`src/sv/utf8_to_json_string_escape_macros.svh`:
```
// assertion macros for the utf8 to json string escaper
`ifndef UTF8_TO_JSON_STRING_ESCAPE_MACROS_SVH
`define UTF8_TO_JSON_STRING_ESCAPE_MACROS_SVH

// same-cycle implication, checked at every rising clock edge out of reset
`define U8JSE_ASSERT_NOW(lbl, ante, cons, msg) \
  lbl: assert property (@(posedge clk_i) disable iff (!rst_ni) (ante) |-> (cons)) \
    else $error(msg);

// next-cycle implication
`define U8JSE_ASSERT_NEXT(lbl, ante, cons, msg) \
  lbl: assert property (@(posedge clk_i) disable iff (!rst_ni) (ante) |=> (cons)) \
    else $error(msg);

`endif

```
`src/sv/u8jse_pkg.sv`:
```
// shared types, codes and helpers for the utf8 to json string escaper
package u8jse_pkg;

  localparam int unsigned ActionW = 2;
  localparam int unsigned ByteW   = 8;
  localparam int unsigned CharW   = 7;
  localparam int unsigned CodeW   = 21;

  // action codes
  localparam logic [ActionW-1:0] ACT_BEGIN = 2'd0;
  localparam logic [ActionW-1:0] ACT_DATA  = 2'd1;
  localparam logic [ActionW-1:0] ACT_END   = 2'd2;

  // ascii characters used by the escaper
  localparam logic [CharW-1:0] CH_QUOTE  = 7'h22;
  localparam logic [CharW-1:0] CH_BSLASH = 7'h5C;
  localparam logic [CharW-1:0] CH_U      = 7'h75;
  localparam logic [CharW-1:0] CH_B      = 7'h62;
  localparam logic [CharW-1:0] CH_F      = 7'h66;
  localparam logic [CharW-1:0] CH_N      = 7'h6E;
  localparam logic [CharW-1:0] CH_R      = 7'h72;
  localparam logic [CharW-1:0] CH_T      = 7'h74;

  // code points
  localparam logic [CodeW-1:0] CP_BS      = 21'h08;
  localparam logic [CodeW-1:0] CP_TAB     = 21'h09;
  localparam logic [CodeW-1:0] CP_LF      = 21'h0A;
  localparam logic [CodeW-1:0] CP_FF      = 21'h0C;
  localparam logic [CodeW-1:0] CP_CR      = 21'h0D;
  localparam logic [CodeW-1:0] CP_QUOTE   = 21'h22;
  localparam logic [CodeW-1:0] CP_BSLASH  = 21'h5C;
  localparam logic [CodeW-1:0] CP_PRT_LO  = 21'h20;
  localparam logic [CodeW-1:0] CP_PRT_HI  = 21'h7F;
  localparam logic [CodeW-1:0] CP_REPL    = 21'h00FFFD;
  localparam logic [CodeW-1:0] CP_SUPP    = 21'h010000;

  // lead byte ranges
  localparam logic [ByteW-1:0] LEAD2_LO = 8'hC2;
  localparam logic [ByteW-1:0] LEAD2_HI = 8'hDF;
  localparam logic [ByteW-1:0] LEAD3_LO = 8'hE0;
  localparam logic [ByteW-1:0] LEAD3_HI = 8'hEF;
  localparam logic [ByteW-1:0] LEAD4_LO = 8'hF0;
  localparam logic [ByteW-1:0] LEAD4_HI = 8'hF4;
  localparam logic [ByteW-1:0] ASCII_HI = 8'h7F;

  // surrogate prefixes (top six bits of d800 and dc00)
  localparam logic [5:0] SURR_HI_PFX = 6'b110110;
  localparam logic [5:0] SURR_LO_PFX = 6'b110111;

  // how a decoded code point is written out
  typedef enum logic [2:0] {
    K_NONE,
    K_ESC,
    K_LIT,
    K_HEX,
    K_PAIR
  } cp_kind_e;

  // lowercase hex digit
  function automatic logic [CharW-1:0] hex_digit(input logic [3:0] nib);
    logic [CharW-1:0] wide;
    wide = {3'b000, nib};
    if (nib < 4'd10) begin
      return 7'h30 + wide;
    end else begin
      return 7'h57 + wide;
    end
  endfunction

endpackage

```
`src/sv/u8jse_if.sv`:
```
// valid/ready channel interfaces for the escaper input and output
interface u8jse_in_if
  import u8jse_pkg::*;
();
  logic               valid;
  logic               ready;
  logic [ActionW-1:0] action;
  logic [ByteW-1:0]   in_byte;

  modport source (output valid, output action, output in_byte, input ready);
  modport sink   (input valid, input action, input in_byte, output ready);
endinterface

interface u8jse_out_if
  import u8jse_pkg::*;
();
  logic             valid;
  logic             ready;
  logic [CharW-1:0] out_char;
  logic             run_last;

  modport source (output valid, output out_char, output run_last, input ready);
  modport sink   (input valid, input out_char, input run_last, output ready);
endinterface

```
`src/sv/utf8_to_json_string_escape.sv`:
```
// utf8 to json quoted string escaper, one byte in, a run of ascii characters out
// the first character of a transaction's run goes through the run register, then the output register
// throughput: one input transaction per cycle while each gives at most one character and out_o is
//   not stalled; a longer run (at most 12 characters) holds the input until its last character is loaded
// the run register and the one-character output register bound the rate
// reset clears the decoder state, the pending run and the output register
`include "utf8_to_json_string_escape_macros.svh"

module utf8_to_json_string_escape
  import u8jse_pkg::*;
(
  input  logic        clk_i,
  input  logic        rst_ni,
  u8jse_in_if.sink    in_i,
  u8jse_out_if.source out_o
);

  // utf-8 decoder state
  logic [1:0]       bytes_pending_q, bytes_pending_d;
  logic [CodeW-1:0] code_accum_q, code_accum_d;

  // run register: everything needed to spell out one transaction's characters
  logic             run_valid_q, run_valid_d;
  cp_kind_e         run_kind_q, run_kind_d;
  logic [3:0]       run_cp_len_q, run_cp_len_d;
  logic [3:0]       run_len_q, run_len_d;
  logic [3:0]       run_idx_q, run_idx_d;
  logic [15:0]      run_w0_q, run_w0_d;
  logic [15:0]      run_w1_q, run_w1_d;

  // output register
  logic             out_valid_q, out_valid_d;
  logic [CharW-1:0] out_char_q, out_char_d;
  logic             out_last_q, out_last_d;

  logic             in_acc;
  logic             load;
  logic             run_at_last;

  // decode of the accepted transaction
  logic             emit_cp;
  logic             emit_quote;
  logic [CodeW-1:0] cp;
  logic [CodeW-1:0] acc_shift;
  logic [1:0]       pend_dec;
  logic [CharW-1:0] esc_char;
  logic [CodeW-1:0] supp_off;
  cp_kind_e         kind;
  logic [3:0]       cp_len;

  // character select for the current run position
  logic             hsel;
  logic [3:0]       jj_wide;
  logic [2:0]       jj;
  logic [15:0]      hword;
  logic [CharW-1:0] hex_char;
  logic [CharW-1:0] sel_char;

  // output side: one character moves into the output register per cycle unless out_o stalls
  assign load        = run_valid_q && (!out_valid_q || out_o.ready);
  assign run_at_last = run_idx_q == (run_len_q - 4'd1);

  // a new transaction may enter when no run is pending or once the pending run hands over its final character
  assign in_i.ready = !run_valid_q || (load && run_at_last);
  assign in_acc     = in_i.valid && in_i.ready;

  assign acc_shift = {code_accum_q[CodeW-7:0], in_i.in_byte[5:0]};
  assign pend_dec  = bytes_pending_q - 2'd1;

  // state update and code point extraction
  always_comb begin
    bytes_pending_d = bytes_pending_q;
    code_accum_d    = code_accum_q;
    emit_cp         = 1'b0;
    emit_quote      = 1'b0;
    cp              = CP_REPL;
    if (in_acc) begin
      unique case (in_i.action)
        ACT_BEGIN: begin
          // a sequence still open is dropped without a trace
          bytes_pending_d = 2'd0;
          code_accum_d    = '0;
          emit_quote      = 1'b1;
        end
        ACT_DATA: begin
          if (bytes_pending_q != 2'd0) begin
            // continuation bytes are taken on trust, low six bits only
            bytes_pending_d = pend_dec;
            code_accum_d    = acc_shift;
            if (pend_dec == 2'd0) begin
              emit_cp      = 1'b1;
              cp           = acc_shift;
              code_accum_d = '0;
            end
          end else if (in_i.in_byte <= ASCII_HI) begin
            emit_cp = 1'b1;
            cp      = {13'd0, in_i.in_byte};
          end else if (in_i.in_byte >= LEAD2_LO && in_i.in_byte <= LEAD2_HI) begin
            code_accum_d    = {16'd0, in_i.in_byte[4:0]};
            bytes_pending_d = 2'd1;
          end else if (in_i.in_byte >= LEAD3_LO && in_i.in_byte <= LEAD3_HI) begin
            code_accum_d    = {17'd0, in_i.in_byte[3:0]};
            bytes_pending_d = 2'd2;
          end else if (in_i.in_byte >= LEAD4_LO && in_i.in_byte <= LEAD4_HI) begin
            code_accum_d    = {18'd0, in_i.in_byte[2:0]};
            bytes_pending_d = 2'd3;
          end else begin
            // stray continuation or invalid lead byte
            emit_cp = 1'b1;
            cp      = CP_REPL;
          end
        end
        ACT_END: begin
          // a truncated sequence turns into the replacement character
          emit_cp         = bytes_pending_q != 2'd0;
          cp              = CP_REPL;
          bytes_pending_d = 2'd0;
          code_accum_d    = '0;
          emit_quote      = 1'b1;
        end
        default: begin
          // unused action code: no characters, state kept
        end
      endcase
    end
  end

  // classify the code point
  always_comb begin
    esc_char = '0;
    unique case (cp)
      CP_QUOTE:  esc_char = CH_QUOTE;
      CP_BSLASH: esc_char = CH_BSLASH;
      CP_BS:     esc_char = CH_B;
      CP_FF:     esc_char = CH_F;
      CP_LF:     esc_char = CH_N;
      CP_CR:     esc_char = CH_R;
      CP_TAB:    esc_char = CH_T;
      default:   esc_char = '0;
    endcase
  end

  assign supp_off = cp - CP_SUPP;

  always_comb begin
    run_w0_d = {9'd0, esc_char};
    run_w1_d = '0;
    priority if (!emit_cp) begin
      kind   = K_NONE;
      cp_len = 4'd0;
    end else if (esc_char != '0) begin
      kind   = K_ESC;
      cp_len = 4'd2;
    end else if (cp >= CP_PRT_LO && cp <= CP_PRT_HI) begin
      kind     = K_LIT;
      cp_len   = 4'd1;
      run_w0_d = {9'd0, cp[CharW-1:0]};
    end else if (cp < CP_SUPP) begin
      kind     = K_HEX;
      cp_len   = 4'd6;
      run_w0_d = cp[15:0];
    end else begin
      // surrogate pair from the low 20 bits of the offset
      kind     = K_PAIR;
      cp_len   = 4'd12;
      run_w0_d = {SURR_HI_PFX, supp_off[19:10]};
      run_w1_d = {SURR_LO_PFX, supp_off[9:0]};
    end
  end

  assign run_kind_d   = kind;
  assign run_cp_len_d = cp_len;
  assign run_len_d    = cp_len + {3'd0, emit_quote};

  // run register control
  always_comb begin
    run_valid_d = run_valid_q;
    run_idx_d   = run_idx_q;
    if (load) begin
      run_idx_d = run_idx_q + 4'd1;
      if (run_at_last) begin
        run_valid_d = 1'b0;
      end
    end
    if (in_acc) begin
      // transactions that only move the decoder state give no run
      run_valid_d = emit_cp || emit_quote;
      run_idx_d   = '0;
    end
  end

  // spell out the character at the current run position
  assign hsel    = run_idx_q >= 4'd6;
  assign jj_wide = hsel ? (run_idx_q - 4'd6) : run_idx_q;
  assign jj      = jj_wide[2:0];
  assign hword   = hsel ? run_w1_q : run_w0_q;

  always_comb begin
    unique case (jj)
      3'd2:    hex_char = hex_digit(hword[15:12]);
      3'd3:    hex_char = hex_digit(hword[11:8]);
      3'd4:    hex_char = hex_digit(hword[7:4]);
      3'd5:    hex_char = hex_digit(hword[3:0]);
      3'd1:    hex_char = CH_U;
      default: hex_char = CH_BSLASH;
    endcase
  end

  always_comb begin
    if (run_idx_q >= run_cp_len_q) begin
      // closing or opening quote follows the code point
      sel_char = CH_QUOTE;
    end else begin
      unique case (run_kind_q)
        K_ESC:   sel_char = (run_idx_q == 4'd0) ? CH_BSLASH : run_w0_q[CharW-1:0];
        K_LIT:   sel_char = run_w0_q[CharW-1:0];
        K_HEX:   sel_char = hex_char;
        K_PAIR:  sel_char = hex_char;
        K_NONE:  sel_char = CH_QUOTE;
        default: sel_char = CH_QUOTE;
      endcase
    end
  end

  // output register
  always_comb begin
    out_valid_d = out_valid_q;
    out_char_d  = out_char_q;
    out_last_d  = out_last_q;
    if (load) begin
      out_valid_d = 1'b1;
      out_char_d  = sel_char;
      out_last_d  = run_at_last;
    end else if (out_o.ready) begin
      out_valid_d = 1'b0;
    end
  end

  assign out_o.valid    = out_valid_q;
  assign out_o.out_char = out_char_q;
  assign out_o.run_last = out_last_q;

  // control state
  always_ff @(posedge clk_i or negedge rst_ni) begin
    if (!rst_ni) begin
      bytes_pending_q <= '0;
      code_accum_q    <= '0;
      run_valid_q     <= 1'b0;
      run_idx_q       <= '0;
      out_valid_q     <= 1'b0;
    end else begin
      bytes_pending_q <= bytes_pending_d;
      code_accum_q    <= code_accum_d;
      run_valid_q     <= run_valid_d;
      run_idx_q       <= run_idx_d;
      out_valid_q     <= out_valid_d;
    end
  end

  // payload
  always_ff @(posedge clk_i) begin
    if (in_acc) begin
      run_kind_q   <= run_kind_d;
      run_cp_len_q <= run_cp_len_d;
      run_len_q    <= run_len_d;
      run_w0_q     <= run_w0_d;
      run_w1_q     <= run_w1_d;
    end
    out_char_q <= out_char_d;
    out_last_q <= out_last_d;
  end

  // the run position never runs past the run's length
  `U8JSE_ASSERT_NOW(a_idx_in_run, run_valid_q, run_idx_q < run_len_q, "run index past run end")

  // with no sequence open, the code point accumulator is idle
  `U8JSE_ASSERT_NOW(a_accum_idle, bytes_pending_q == 2'd0, code_accum_q == '0,
    "accumulator holds bits with no sequence open")

  // a begin transaction leaves the decoder clear and a single-quote run behind
  `U8JSE_ASSERT_NEXT(a_begin_run, in_acc && in_i.action == ACT_BEGIN,
    run_valid_q && run_len_q == 4'd1 && bytes_pending_q == 2'd0, "begin did not give a quote")

endmodule

```
`src/flat_wrapper.sv`:
```
// flat-port wrapper written by rule: the top's interface ports become plain ports
module utf8_to_json_string_escape_flat import u8jse_pkg::*;
  (clk_i, rst_ni, in_i_valid, in_i_action, in_i_in_byte, in_i_ready, out_o_valid, out_o_out_char, out_o_run_last, out_o_ready);
  u8jse_in_if in_i_i ();
  u8jse_out_if out_o_i ();
  input  logic clk_i;
  input  logic rst_ni;
  input wire logic [$bits(in_i_i.valid)-1:0] in_i_valid;
  input wire logic [$bits(in_i_i.action)-1:0] in_i_action;
  input wire logic [$bits(in_i_i.in_byte)-1:0] in_i_in_byte;
  output wire logic [$bits(in_i_i.ready)-1:0] in_i_ready;
  output wire logic [$bits(out_o_i.valid)-1:0] out_o_valid;
  output wire logic [$bits(out_o_i.out_char)-1:0] out_o_out_char;
  output wire logic [$bits(out_o_i.run_last)-1:0] out_o_run_last;
  input wire logic [$bits(out_o_i.ready)-1:0] out_o_ready;
  assign in_i_i.valid = in_i_valid;
  assign in_i_i.action = in_i_action;
  assign in_i_i.in_byte = in_i_in_byte;
  assign in_i_ready = in_i_i.ready;
  assign out_o_valid = out_o_i.valid;
  assign out_o_out_char = out_o_i.out_char;
  assign out_o_run_last = out_o_i.run_last;
  assign out_o_i.ready = out_o_ready;
  utf8_to_json_string_escape u_core (.clk_i(clk_i), .rst_ni(rst_ni), .in_i(in_i_i), .out_o(out_o_i));
endmodule
```
`config.mk`:
```
export PLATFORM = sky130hd
export DESIGN_NAME = utf8_to_json_string_escape_flat
export DESIGN_NICKNAME = d
export VERILOG_FILES = /design/src/sv/u8jse_pkg.sv /design/src/sv/u8jse_if.sv /design/src/sv/utf8_to_json_string_escape.sv /design/src/flat_wrapper.sv
export VERILOG_INCLUDE_DIRS = /design/src /design/src/sv
export SDC_FILE = /design/constraint.sdc
export NUM_CORES = 1
export LEC_CHECK = 0
export BUFFER_PORTS_ARGS = -buffer_cell sky130_fd_sc_hd__clkbuf_2
export CAP_MARGIN = 25
export CORE_ASPECT_RATIO = 0.7
export CORE_MARGIN = 2
export CORE_UTILIZATION = 45
export CTS_BUF_LIST = sky130_fd_sc_hd__clkbuf_8
export DETAILED_ROUTE_END_ITERATION = 8
export PLACE_DENSITY = 0.6
export REMOVE_ABC_BUFFERS = 1
export SETUP_SLACK_MARGIN = 0.5
export SLEW_MARGIN = 20
export SYNTH_ARGS = -nofsm -noshare
export SYNTH_HDL_FRONTEND = slang
export SYNTH_SLANG_ARGS = --single-unit
```
`constraint.sdc`:
```
create_clock -name clk_i -period 5.05 [get_ports clk_i]
set_input_delay 0 -clock clk_i [delete_from_list [all_inputs] [get_ports clk_i]]
set_output_delay 0 -clock clk_i [all_outputs]
set_load 0.01 [all_outputs]
```
# After elaboration in Yosys (flattened, before gate mapping)
# Index checks and enable logic that the tools add are counted.
# word_totals
regBits	74
latchBits	0
ramBits	0
romBits	0
out_inout_bits	10
memories	0
# op_classes
add_sub_neg	14
multipliers	0
div	0
order_cmp	16
n_eq_ne	21
shifts	0
muxes	57
n_bitwise	2
n_reduce_logical	29
# ops
op	count
21-bit by 4-bit equality test with 1-bit output (second input constant)	5
15-bit two-way mux	6
21-bit two-way mux	4
16-bit two-way mux	4
7-bit two-way mux	8
7-bit case mux with 7 select lines	1
7-bit case mux with 5 select lines	1
15-bit case mux with 2 select lines	1
6-bit by 4-bit adder with 7-bit output (first input constant)	4
7-bit by 4-bit adder with 7-bit output (first input constant)	4
8-bit >= comparator (second input constant)	3
8-bit less-or-equal comparator (second input constant)	3
4-bit two-way mux	6
21-bit by 6-bit equality test with 1-bit output (second input constant)	1
21-bit by 7-bit equality test with 1-bit output (second input constant)	1
21-bit by 6-bit >= comparator with 1-bit output (second input constant)	1
21-bit by 7-bit less-or-equal comparator with 1-bit output (second input constant)	1
21-bit by 17-bit less-than comparator with 1-bit output (second input constant)	1
7-bit case mux with 3 select lines	1
20-bit by 17-bit subtractor with 20-bit output (second input constant)	1
4-bit less-than comparator (second input constant)	4
1-bit two-way mux	15
3-bit by 2-bit equality test with 1-bit output (second input constant)	4
2-bit two-way mux	6
31 further kinds	53

# Depth between registers and ports, before layout
# Gate-level depths: netlist (run 1).
# depth
depth_word	13
mapped_depth	19

# Worst setup path after synthesis (run 1)
# OpenSTA, ideal clock, no wires.
# synth_path
path_kind	register to register
start	register u_core.run_len_q[0]
end	register u_core.run_len_q[2] (data pin)
setup_time_ns	0.267
arrival_ns	3.665
t_required_ns	4.783
setup_slack_ns	1.118
stages_incl_launch_ff	20
cell_sequence	edfxtp_1 > inv_1 > ha_1 > xnor2_1 > nor2_1 > a41oi_4 > inv_4 > nand2_4 > inv_2 > and2_1 > nand2_1 > ha_1 > o2111ai_1 > a211o_1 > nand2_2 > buf_4 > nor2_1 > ha_1 > ha_1 > xnor2_1
# synth_via
elab_chain_cells	12
elab_cells_between_ends	26
# synth_rtl
element	line	source
start: declaration	utf8_to_json_string_escape.sv:26	logic [3:0] run_len_q, run_len_d;
start signal: assignment	utf8_to_json_string_escape.sv:265	run_len_q <= run_len_d;
4-bit by 1-bit subtractor with 4-bit output (*)	utf8_to_json_string_escape.sv:61	assign run_at_last = run_idx_q == (run_len_q - 4'd1);
4-bit equality test (*)	utf8_to_json_string_escape.sv:61	
1-bit logical AND (*)	utf8_to_json_string_escape.sv:64	assign in_i.ready = !run_valid_q || (load && run_at_last);
1-bit logical OR (*)	utf8_to_json_string_escape.sv:64	
net in_i_ready	flat_wrapper.sv:11	output wire logic [$bits(in_i_i.ready)-1:0] in_i_ready;
1-bit logical AND (*)	utf8_to_json_string_escape.sv:65	assign in_acc = in_i.valid && in_i.ready;
21-bit two-way mux	utf8_to_json_string_escape.sv:77	if (in_acc) begin
21-bit by 6-bit >= comparator with 1-bit output, or another cell as far along	utf8_to_json_string_escape.sv:154	end else if (cp >= CP_PRT_LO && cp <= CP_PRT_HI) begin
1-bit logical AND / 7-bit case mux with 7 select lines (equally long branches)	utf8_to_json_string_escape.sv:154, utf8_to_json_string_escape.sv:131	
4-bit two-way mux / 7-bit nonzero test (equally long branches)	utf8_to_json_string_escape.sv:154, utf8_to_json_string_escape.sv:151	
4-bit two-way mux	utf8_to_json_string_escape.sv:151	end else if (esc_char != '0) begin
4-bit two-way mux (*)	utf8_to_json_string_escape.sv:148	priority if (!emit_cp) begin
net u_core.cp_len[0]	utf8_to_json_string_escape.sv:49	logic [3:0] cp_len;
4-bit by 1-bit adder with 4-bit output (*)	utf8_to_json_string_escape.sv:173	assign run_len_d = cp_len + {3'd0, emit_quote};
net u_core.run_len_d[2]	utf8_to_json_string_escape.sv:26	
# The timed path passes the listed nets; every way through them passes the cells marked *.
# A chain may end at the register's enable or synchronous reset.

# Worst setup path in the final report (run 1)
# layout_path
start	register u_core.run_idx_q[2]
end	register u_core.run_len_q[2] (data pin)
# layout_via
elab_chain_cells	11
elab_cells_between_ends	25
# layout_rtl
element	line	source
start: declaration	utf8_to_json_string_escape.sv:27	logic [3:0] run_idx_q, run_idx_d;
start signal: assignment	utf8_to_json_string_escape.sv:255	run_idx_q <= run_idx_d;
4-bit equality test (*)	utf8_to_json_string_escape.sv:61	
1-bit logical AND (*)	utf8_to_json_string_escape.sv:64	
1-bit logical OR (*)	utf8_to_json_string_escape.sv:64	
1-bit logical AND (*)	utf8_to_json_string_escape.sv:65	
21-bit two-way mux	utf8_to_json_string_escape.sv:77	
21-bit by 6-bit >= comparator with 1-bit output, or another cell as far along	utf8_to_json_string_escape.sv:154	
1-bit logical AND / 7-bit case mux with 7 select lines (equally long branches)	utf8_to_json_string_escape.sv:154, utf8_to_json_string_escape.sv:131	
4-bit two-way mux / 7-bit nonzero test (equally long branches)	utf8_to_json_string_escape.sv:154, utf8_to_json_string_escape.sv:151	
4-bit two-way mux	utf8_to_json_string_escape.sv:151	
4-bit two-way mux (*)	utf8_to_json_string_escape.sv:148	
net u_core.cp_len[0]	utf8_to_json_string_escape.sv:49	
4-bit by 1-bit adder with 4-bit output (*)	utf8_to_json_string_escape.sv:173	
net u_core.run_len_d[2]	utf8_to_json_string_escape.sv:26	
# Marks and branches as above.

==> results of run 1 <==
layout make-up:
| cell class | instances | area (µm²) |
|---|---|---|
| Fill cell | 991 | 5120 |
| Inverter | 40 | 153 |
| Tap cell | 132 | 165 |
| Clock buffer | 9 | 124 |
| Multi-Input combinational cell | 397 | 2700 |
| Clock inverter | 7 | 91.3 |
| Timing Repair Buffer | 31 | 188 |
| Sequential cell | 68 | 1930 |
sequential cells by signal, summed over array words and instances (netlist names), 4 cells and up:
signal	flops
u_core.run_w0_q	16
u_core.run_cp_len_q	4
u_core.run_w1_q	11
u_core.out_o.out_char	7
u_core.code_accum_q	15
u_core.run_len_q	4
u_core.run_idx_q	4
layer usage:
| metal | up-vias | routed length, µm |
|---|---|---|
| met5 | - | 0 |
| met4 | 0 | 223 |
| met3 | 20 | 1740 |
| met2 | 251 | 5580 |
| met1 | 2075 | 6660 |
| li1 | 2001 | - |
critical path: stages, from the launching register on:
cell and delay, ns:
dfrtp_1 0.63, xnor3_1 0.48, a41oi_4 0.45, inv_4 0.12, nand2_4 0.13, inv_2 0.04
and2_1 0.16, nand2_1 0.11, ha_1 0.19, o2111ai_1 0.29, a211o_1 0.47, nand2_2 0.25
nor2_1 0.12, ha_1 0.22, ha_1 0.19, xnor2_1 0.12
final timing paths:
check,endpoint,slack [ns],from
worst max-delay path,u_core.run_len_q[2],0.80,u_core.run_idx_q[2]
worst min-delay path,u_core.out_o.valid,0.05,out_o_ready
worst max register to register,u_core.run_len_q[2],0.80,u_core.run_idx_q[2]
worst min register to register,u_core.out_o.valid,0.56,u_core.run_valid_q
max in group asynchronous,u_core.code_accum_q[12],4.46,rst_ni
min in group asynchronous,u_core.code_accum_q[9],0.19,rst_ni
power by group:
group          internal, mW  total (mW)  switching, mW
logic                 0.517        1.42          0.900
clock network         0.275       0.504          0.229
registers             0.783        1.00          0.217
cells by family after synthesis:
kind of cell,Yosys count
adder cells (fa/ha/maj),21
flip-flops,68
buffers and inverters,62
XOR/XNOR,15
multiplexers,24
AND/OR/NAND/NOR,187
AO/OA/AOI/OAI,150
per-stage QoR:
step	area, µm²	setup WS (ns)	power, mW	cells	util [%]
3_5_place_dp	5080	0.791	2.37	663	48.6
2_1_floorplan	4780	0.997	1.92	505	-
5_1_grt	5350	0.509	3.11	684	51.1
4_1_cts	5330	0.773	2.88	682	50.9
3_3_place_gp	5080	0.983	2.34	663	48.6
6_report	5350	0.804	2.92	684	51.1
repair_timing:
action / in CTS / in global routing
endpoints found under the setup margin: 0 / 1
endpoints found under the hold margin: 25 / 0
hold buffers: 3 / 0
placed cells by master, fill, tap and decap left out, types with 7 or more instances in the layout:
master    count
a21o_1        7
a21oi_1      37
clkbuf_2     23
clkbuf_8      9
dfrtp_1      23
edfxtp_1     45
ha_1         21
inv_1        37
mux2i_1      19
nand2_1      52
nand2b_1      9
nand3_1      16
nor2_1       46
nor2b_1       7
nor3_1       18
nor4_1        7
o21ai_0      25
xnor2_1       9
==> results.yml, run 1 <==
logic_synthesis:
  synth_top_area_share_pct: 27.6
  synth_flop_cell: "edfxtp_1"
  synth_xor_area_share_pct: 3.28
  synthSimpleGateAreaFrac_pct: 19.1
  synth_area_per_cell_um2: 9.28
  synth.most_common_cell: "nand2_1"
  synth_cell_type_count: 83
  ys_warn_count: 0
  synth_fa_ha_area_share_pct: 5.37
  synth-edff-count: 45
  synthTopCellsByArea: "edfxtp_1 (28%), dfrtp_1 (12%), ha_1 (5.4%)"
  async_flop_share_pct: 33.8
  synth_common_cells: "nand2_1 (52), nor2_1 (46), edfxtp_1 (45), a21oi_1 (37), inv_1 (37)"
  yosysTopAreaCell: "edfxtp_1"
  syn-instance-count: 527
  synth_compound_area_share_pct: 22.5
  synth_area_um2: 4890
  ys_ff_latch: 68
  synth_top_family_by_area: "compound AO/OA/AOI/OAI gates"
  muxShareOfSynthArea_pct: 5.04
  yosysSeqAreaShare_pct: 39.4
cts:
  cts_tree: "yes"
  clkTransAtPathRegs_ns: 0.07
  cts_setup_buffers: 0
  clk_latency_ns: 0.36
  root_buffer: "clkbuf_8"
  cts.path.max_buffers: 2
  numCtsBuffers: 9
  htreeDepth: 3
  clock-sinks: 68
  cts-resized-gates: 0
layout:
  syn_to_final_growth_pct: 9.42
  antennaDiodeCount: 0
  drive_above_1_share_pct: 12.7
  nets: 582
grt:
  grt_first_pass_wirelength_um: 22600
  use_met2_pct: 33.4
  grt_pass1_vias: 4047
  grt-ovfl-total: 0
  gr-usage-met3_pct: 10.8
  gr-max-usage-layer: "met1"
  grt_max_degree: 44
  grt_use_total_pct: 25.4
  met1_usage_pct: 37.4
  antenna_found_initial: 0
placement:
  io_buffers: 23
  dp_hpwl_um: 10600
  finalWeightedCongestion: 0.940
critical_path:
  reg2regPathDepth: 15
  critical_path_class: "reg2reg"
  cp.required_ns: 5.15
  cp.arrival_ns: 4.35
  crit_fanout: 15
  cp-start-kind: "flop"
  crit_path_end_kind: "flop"
detailed_routing:
  vias_per_cell: 6.36
  vias: 4347
  drt_iter0_drc: 588
  dr.pass1.iters: 6
  ant_nets: 0
  drc_errors: 0
  wl_um: 14200
  wl_per_cell_um: 20.8
flow_run:
  max_cap_viol_count: 0
timing:
  hold_ws_ns: 0.0489
  hold_viol_final: 0
  finalSetupViolations: 0
  slew_violations: 0
  clock.fmax_ghz: 0.236
  period_share_pct: 84.1
  skew_ns: 0.00658
  rsz0062_at_grt: "false"
  tightest_slew_ns: 0.886
  fin_tns_setup_ns: 0
  min_period_ns: 4.25
  slew_headroom_pct: 40.3
die:
  die_w_um: 129
  num_io_pins: 24
  core_area_um2: 10500
  fp.dieH_um: 91.2
  initial_core_util_pct: 46.7
  row_count: 31
  fp.dieArea_um2: 11700
outcome:
  status: "completed"
hold_path:
  holdCritPathClass: "in2reg"
  whs_path_depth: 3
power:
  p_per_area_nw_per_um2: 546
  vdd_drop_max_uv: 215
  p_leak_nw: 2.13
Power figures use the tool's default switching activity.
==> inputs of run 2 (changes only) <==
==> constraint.sdc (replaced) <==
create_clock -name clk_i -period 4.35 [get_ports clk_i]
set_input_delay 0 -clock clk_i [delete_from_list [all_inputs] [get_ports clk_i]]
set_output_delay 0 -clock clk_i [all_outputs]
set_load 0.01 [all_outputs]
==> results.yml, run 2 (synthesis gave the netlist of run 1 again) <==
cts:
  root_buffer: "clkbuf_8"
  cts.path.max_buffers: 2
  clk_latency_ns: 0.36
  cts_tree: "yes"
  clkTransAtPathRegs_ns: 0.07
  clock-sinks: 68
  numCtsBuffers: 9
  htreeDepth: 3
layout:
  final_common_cell: "nand2_1"
  multi_input_area_um2: 2750
  nets: 589
  final_cell_mix: "nand2_1 (52), edfxtp_1 (45), nor2_1 (43), inv_1 (37), a21oi_1 (37)"
  largest_reg_flops: 16
  final_area_um2: 5390
  regMostFlops: "u_core.run_w0_q"
  fill_cells: 977
  drive_above_1_share_pct: 15.7
  seq_area_um2: 1930
  top_regs: "u_core.run_w0_q (16), u_core.code_accum_q (15), u_core.run_w1_q (11)"
  antennaDiodeCount: 0
  syn_to_final_growth_pct: 10.3
critical_path:
  cp.arrival_ns: 3.81
  path_buf_inv: 3
  cp.required_ns: 4.45
  cp-start-kind: "flop"
  crit_top_cell: "ha_1"
  crit_path_end_kind: "flop"
  critPathMaxStageDelay_ns: 0.42
  crit_fanout: 7
  path_cells: "inv_1 -> ha_1 -> xnor3_2 -> a41oi_4 -> inv_4 -> nand2_4 -> inv_2 -> and2_1 -> nand2_1 -> ha_2 -> o31ai_1 -> a41o_1 -> mux2_2 -> or3_4 -> a22o_1 -> ha_1 -> xnor2_1"
  crit_family: "compound AO/OA/AOI/OAI gates"
  cp_slowest_cell: "edfxtp_1"
  critical_path_class: "reg2reg"
grt:
  grt_max_degree: 43
  grt-ovfl-total: 0
  grt_pass1_vias: 3984
  antenna_found_initial: 1
  grt_use_total_pct: 25.1
  grt_first_pass_wirelength_um: 22200
detailed_routing:
  vias: 4340
  drt_iter0_drc: 499
  wl_met1_um: 7110
  wl_met3_um: 1340
  vias_per_cell: 6.28
  drc_errors: 0
  highest_layer: "met5"
  dr_wl_met2_um: 5480
  ant_nets: 0
  wl_per_cell_um: 20.5
  wl_um: 14100
  dr.pass1.iters: 7
flow_run:
  max_cap_viol_count: 0
die:
  initial_core_util_pct: 46.7
  num_io_pins: 24
  fp.dieH_um: 91.2
  core_area_um2: 10500
  die_w_um: 129
  fp.dieArea_um2: 11700
  row_count: 31
hold_path:
  holdCritPathClass: "in2reg"
timing:
  min_period_ns: 3.72
  slew_headroom_pct: 34.8
  fin_tns_setup_ns: 0
  tightest_slew_ns: 0.968
  finalSetupViolations: 0
  skew_ns: 0.0119
  clock.fmax_ghz: 0.269
  slew_violations: 0
  period_share_pct: 85.4
  hold_viol_final: 0
  rsz0062_at_grt: "false"
outcome:
  status: "completed"
power:
  intPower_mw: 1.77
  p_leak_nw: 2.16
  p_sw_share_pct: 47.1
  p_per_area_nw_per_um2: 619
  power_frac_comb_pct: 52.1
  vdd_drop_max_uv: 250
  p_sw_mw: 1.57
  seq_power_share_pct: 34.0
  pwr-share-clk_pct: 14.0
placement:
  io_buffers: 23
  dp_hpwl_um: 10700
  finalWeightedCongestion: 0.978
  dpl_cell_area_um2: 5140
-- run 2: final timing paths --
path | to | start | depth (start not counted) | slack (ns)
setup / recovery | u_core.run_len_q[2] | u_core.run_len_q[0] | 17 | 0.63
hold / removal | u_core.out_o.valid | out_o_ready | 3 | 0.04
setup reg to reg | u_core.run_len_q[2] | u_core.run_len_q[0] | 17 | 0.63
hold reg to reg | u_core.out_o.valid | u_core.run_valid_q | 2 | 0.54
max in group asynchronous | u_core.run_idx_q[0] | rst_ni | 2 | 3.74
min in group asynchronous | u_core.code_accum_q[2] | rst_ni | 2 | 0.18
-- run 2: final cells by class --
cell class	count	area share, %
clock buffers	9	2.30
clock inverters	7	0.789
inverters	40	2.83
multi-input cells	397	51.0
flip-flops and latches	68	35.8
well taps	132	3.06
repair buffers	38	4.32
-- run 2: layer usage --
metal	vias up	global-route usage, %
met1	2084	40.6
met3	25	6.95
met4	2	6.70
li1	2002	-
met2	227	31.9
met5	-	0
-- run 2: timing repair --
item	CTS	global route
hold endpoints to repair	24	0
endpoints found under the setup margin	3	6
resized for setup	1	10
setup buffers	0	2
pin swaps	1	1
hold buffers	2	0
-- run 2: power by group through the flow --
stage               registers, mW  logic [mW]  clock network [mW]
floorplan                    1.11        1.12                   0
global placement             1.13        1.63                   0
detailed placement           1.14        1.65                   0
CTS                          1.12        1.66               0.477
global route                 1.16        1.90               0.505
finish                       1.13        1.74               0.466
-- run 2: per-stage QoR --
step / hold slack, ns / instances / utilization [%] / power (mW) / setup WS (ns)
2_1_floorplan: -0.296 / 505 / - / 2.23 / 0.297
5_1_grt: 0.0376 / 691 / 51.5 / 3.56 / 0.498
3_5_place_dp: 0.0397 / 671 / 49.1 / 2.79 / 0.353
6_report: 0.0376 / 691 / 51.5 / 3.34 / 0.634
4_1_cts: 0.0251 / 689 / 50.9 / 3.26 / 0.513
3_3_place_gp: 0.0302 / 671 / 49.1 / 2.76 / 0.427
-- run 2: worst reg2reg max path, stage by stage (launching register included) --
cell and delay [ns]:
edfxtp_1 0.42, inv_1 0.08, ha_1 0.15, xnor3_2 0.29, a41oi_4 0.27, inv_4 0.09
nand2_4 0.10, inv_2 0.06, and2_1 0.16, nand2_1 0.11, ha_2 0.21, o31ai_1 0.07
a41o_1 0.23, mux2_2 0.30, or3_4 0.36, a22o_1 0.22, ha_1 0.21, xnor2_1 0.12
==> inputs of run 3 (changes only) <==
--- a/config.mk
+++ b/config.mk
@@ -20,3 +20,4 @@
 export SYNTH_ARGS = -nofsm -noshare
 export SYNTH_HDL_FRONTEND = slang
 export SYNTH_SLANG_ARGS = --single-unit
+export TNS_END_PERCENT = 5
==> constraint.sdc (replaced) <==
create_clock -name clk_i -period 4.35 [get_ports clk_i]
set_input_delay 0.435 -clock clk_i [delete_from_list [all_inputs] [get_ports clk_i]]
set_output_delay 0.435 -clock clk_i [all_outputs]
set_load 0.01 [all_outputs]
==> results.yml, run 3 (synthesis gave the netlist of run 1 again) <==
critical_path:
  critical_path_class: "reg2reg"
  r2r_setup_slack_ns: 0.64
  cp.required_ns: 4.45
  crit_path_end_kind: "flop"
  crit_fanout: 7
  cp.arrival_ns: 3.81
  cp-start-kind: "flop"
flow_run:
  max_cap_viol_count: 0
cts:
  clk_latency_ns: 0.36
  ctsHoldBuffers: 0
  clkTransAtPathRegs_ns: 0.08
  htreeDepth: 3
  cts.path.max_buffers: 2
  root_buffer: "clkbuf_8"
  clock-sinks: 68
  numCtsBuffers: 9
  cts_tree: "yes"
placement:
  dpl_cell_area_um2: 5140
  finalWeightedCongestion: 0.961
  pre_cts_ws_ns: 0.301
  io_buffers: 23
  dp_hpwl_um: 10900
die:
  initial_core_util_pct: 46.7
  fp.dieArea_um2: 11700
  core_area_um2: 10500
  num_io_pins: 24
  die_w_um: 129
  fp.dieH_um: 91.2
  row_count: 31
layout:
  largest_reg_flops: 16
  regMostFlops: "u_core.run_w0_q"
  fill_cells: 995
  final_cell_mix: "nand2_1 (52), edfxtp_1 (45), nor2_1 (44), inv_1 (37), a21oi_1 (37)"
  top_regs: "u_core.run_w0_q (16), u_core.code_accum_q (15), u_core.run_w1_q (11)"
  nets: 589
  drive_above_1_share_pct: 15.6
  final_common_cell: "nand2_1"
  final_util_pct: 51.3
  antennaDiodeCount: 0
  final_area_um2: 5380
  syn_to_final_growth_pct: 9.95
timing:
  worst_slack_ns: 0.636
  slew_violations: 0
  tightest_slew_ns: 0.911
  finalSetupViolations: 0
  hold_viol_final: 0
  slew_headroom_pct: 39.1
  rsz0062_at_grt: "true"
  fin_tns_setup_ns: 0
  min_period_ns: 3.71
  clock.fmax_ghz: 0.269
  skew_ns: 0.00951
  period_share_pct: 85.4
detailed_routing:
  drt_iter0_drc: 527
  wl_per_cell_um: 20.7
  wl_um: 14300
  ant_nets: 0
  vias_per_cell: 6.29
  drc_errors: 0
  vias: 4343
  dr.pass1.iters: 6
power:
  vdd_drop_max_uv: 275
  p_per_area_nw_per_um2: 623
  p_leak_nw: 2.15
grt:
  grt_pass1_vias: 3913
  grt-ovfl-total: 0
  antenna_found_initial: 0
  grt_first_pass_wirelength_um: 22200
  grt_max_degree: 43
  grt_use_total_pct: 25.0
outcome:
  status: "completed"
hold_path:
  holdCritPathClass: "in2async"
-- run 3: cell count changes in the layout (fill, tap and decap cells not counted), moves of 2 or more --
cell           before  now
clkinv_1            1    3
clkinv_2            3    1
buf_4              13   15
dlygate4sd3_1       2    0
-- run 3: repair_timing --
action	CTS	global route
endpoints found under the setup margin	2	7
buffers inserted	0	4
pin swaps	0	1
gates cloned	0	0
resized for setup	2	8
-- run 3: final cells by class --
cell class              instances  area (µm²)  share of cell area [%]
multi-input cells             397        2740                    51.0
flip-flops and latches         68        1930                    35.9
repair buffers                 38         228                    4.24
well taps                     132         165                    3.07
inverters                      40         156                    2.91
clock buffers                   9         124                    2.30
clock inverters                 7        35.0                   0.652
-- run 3: final timing paths --
check / startpoint / to / depth (start not counted)
max: u_core.run_len_q[0] / u_core.run_len_q[2] / 17
min: rst_ni / u_core.code_accum_q[11] / 1
max reg2reg: u_core.run_len_q[0] / u_core.run_len_q[2] / 17
min reg2reg: u_core.run_valid_q / u_core.out_o.valid / 2
max in group asynchronous: rst_ni / u_core.run_idx_q[0] / 1
min in group clk_i: in_i_in_byte[0] / u_core.code_accum_q[0] / 3
-- run 3: layer usage --
metal  vias to the layer above  wire length [µm]  GRT usage (%)
li1                       2015                 -              -
met1                      2070              6990           40.2
met2                       231              5430           32.0
met3                        27              1650           7.90
met4                         0               227           5.34
met5                         -                 0              0
-- run 3: critical path, cell delays in order (launching register included) --
cell      delay [ns]
edfxtp_1        0.43
inv_1           0.08
ha_1            0.15
xnor3_2         0.29
a41oi_4         0.27
inv_4           0.10
nand2_4         0.10
inv_2           0.06
and2_1          0.16
nand2_1         0.11
ha_2            0.21
o31ai_1         0.07
a41o_1          0.24
mux2_2          0.30
or3_4           0.35
a22o_1          0.21
ha_1            0.21
xnor2_1         0.12
-- run 3: where the power goes --
group	switching, mW	total, mW	leakage (nW)	internal (mW)
Clock	0.261	0.459	0.0789	0.198
Combinational	1.09	1.75	1.35	0.661
Sequential	0.226	1.14	0.726	0.911
-- run 3: per-stage QoR --
stage	hold slack, ns	power [mW]	cells
after detailed placement	0.471	2.79	671
final	0.0676	3.35	691
after floorplan	0.139	2.23	505
after global routing	0.110	3.57	691
after global placement	0.460	2.77	671
after CTS	0.0794	3.26	687
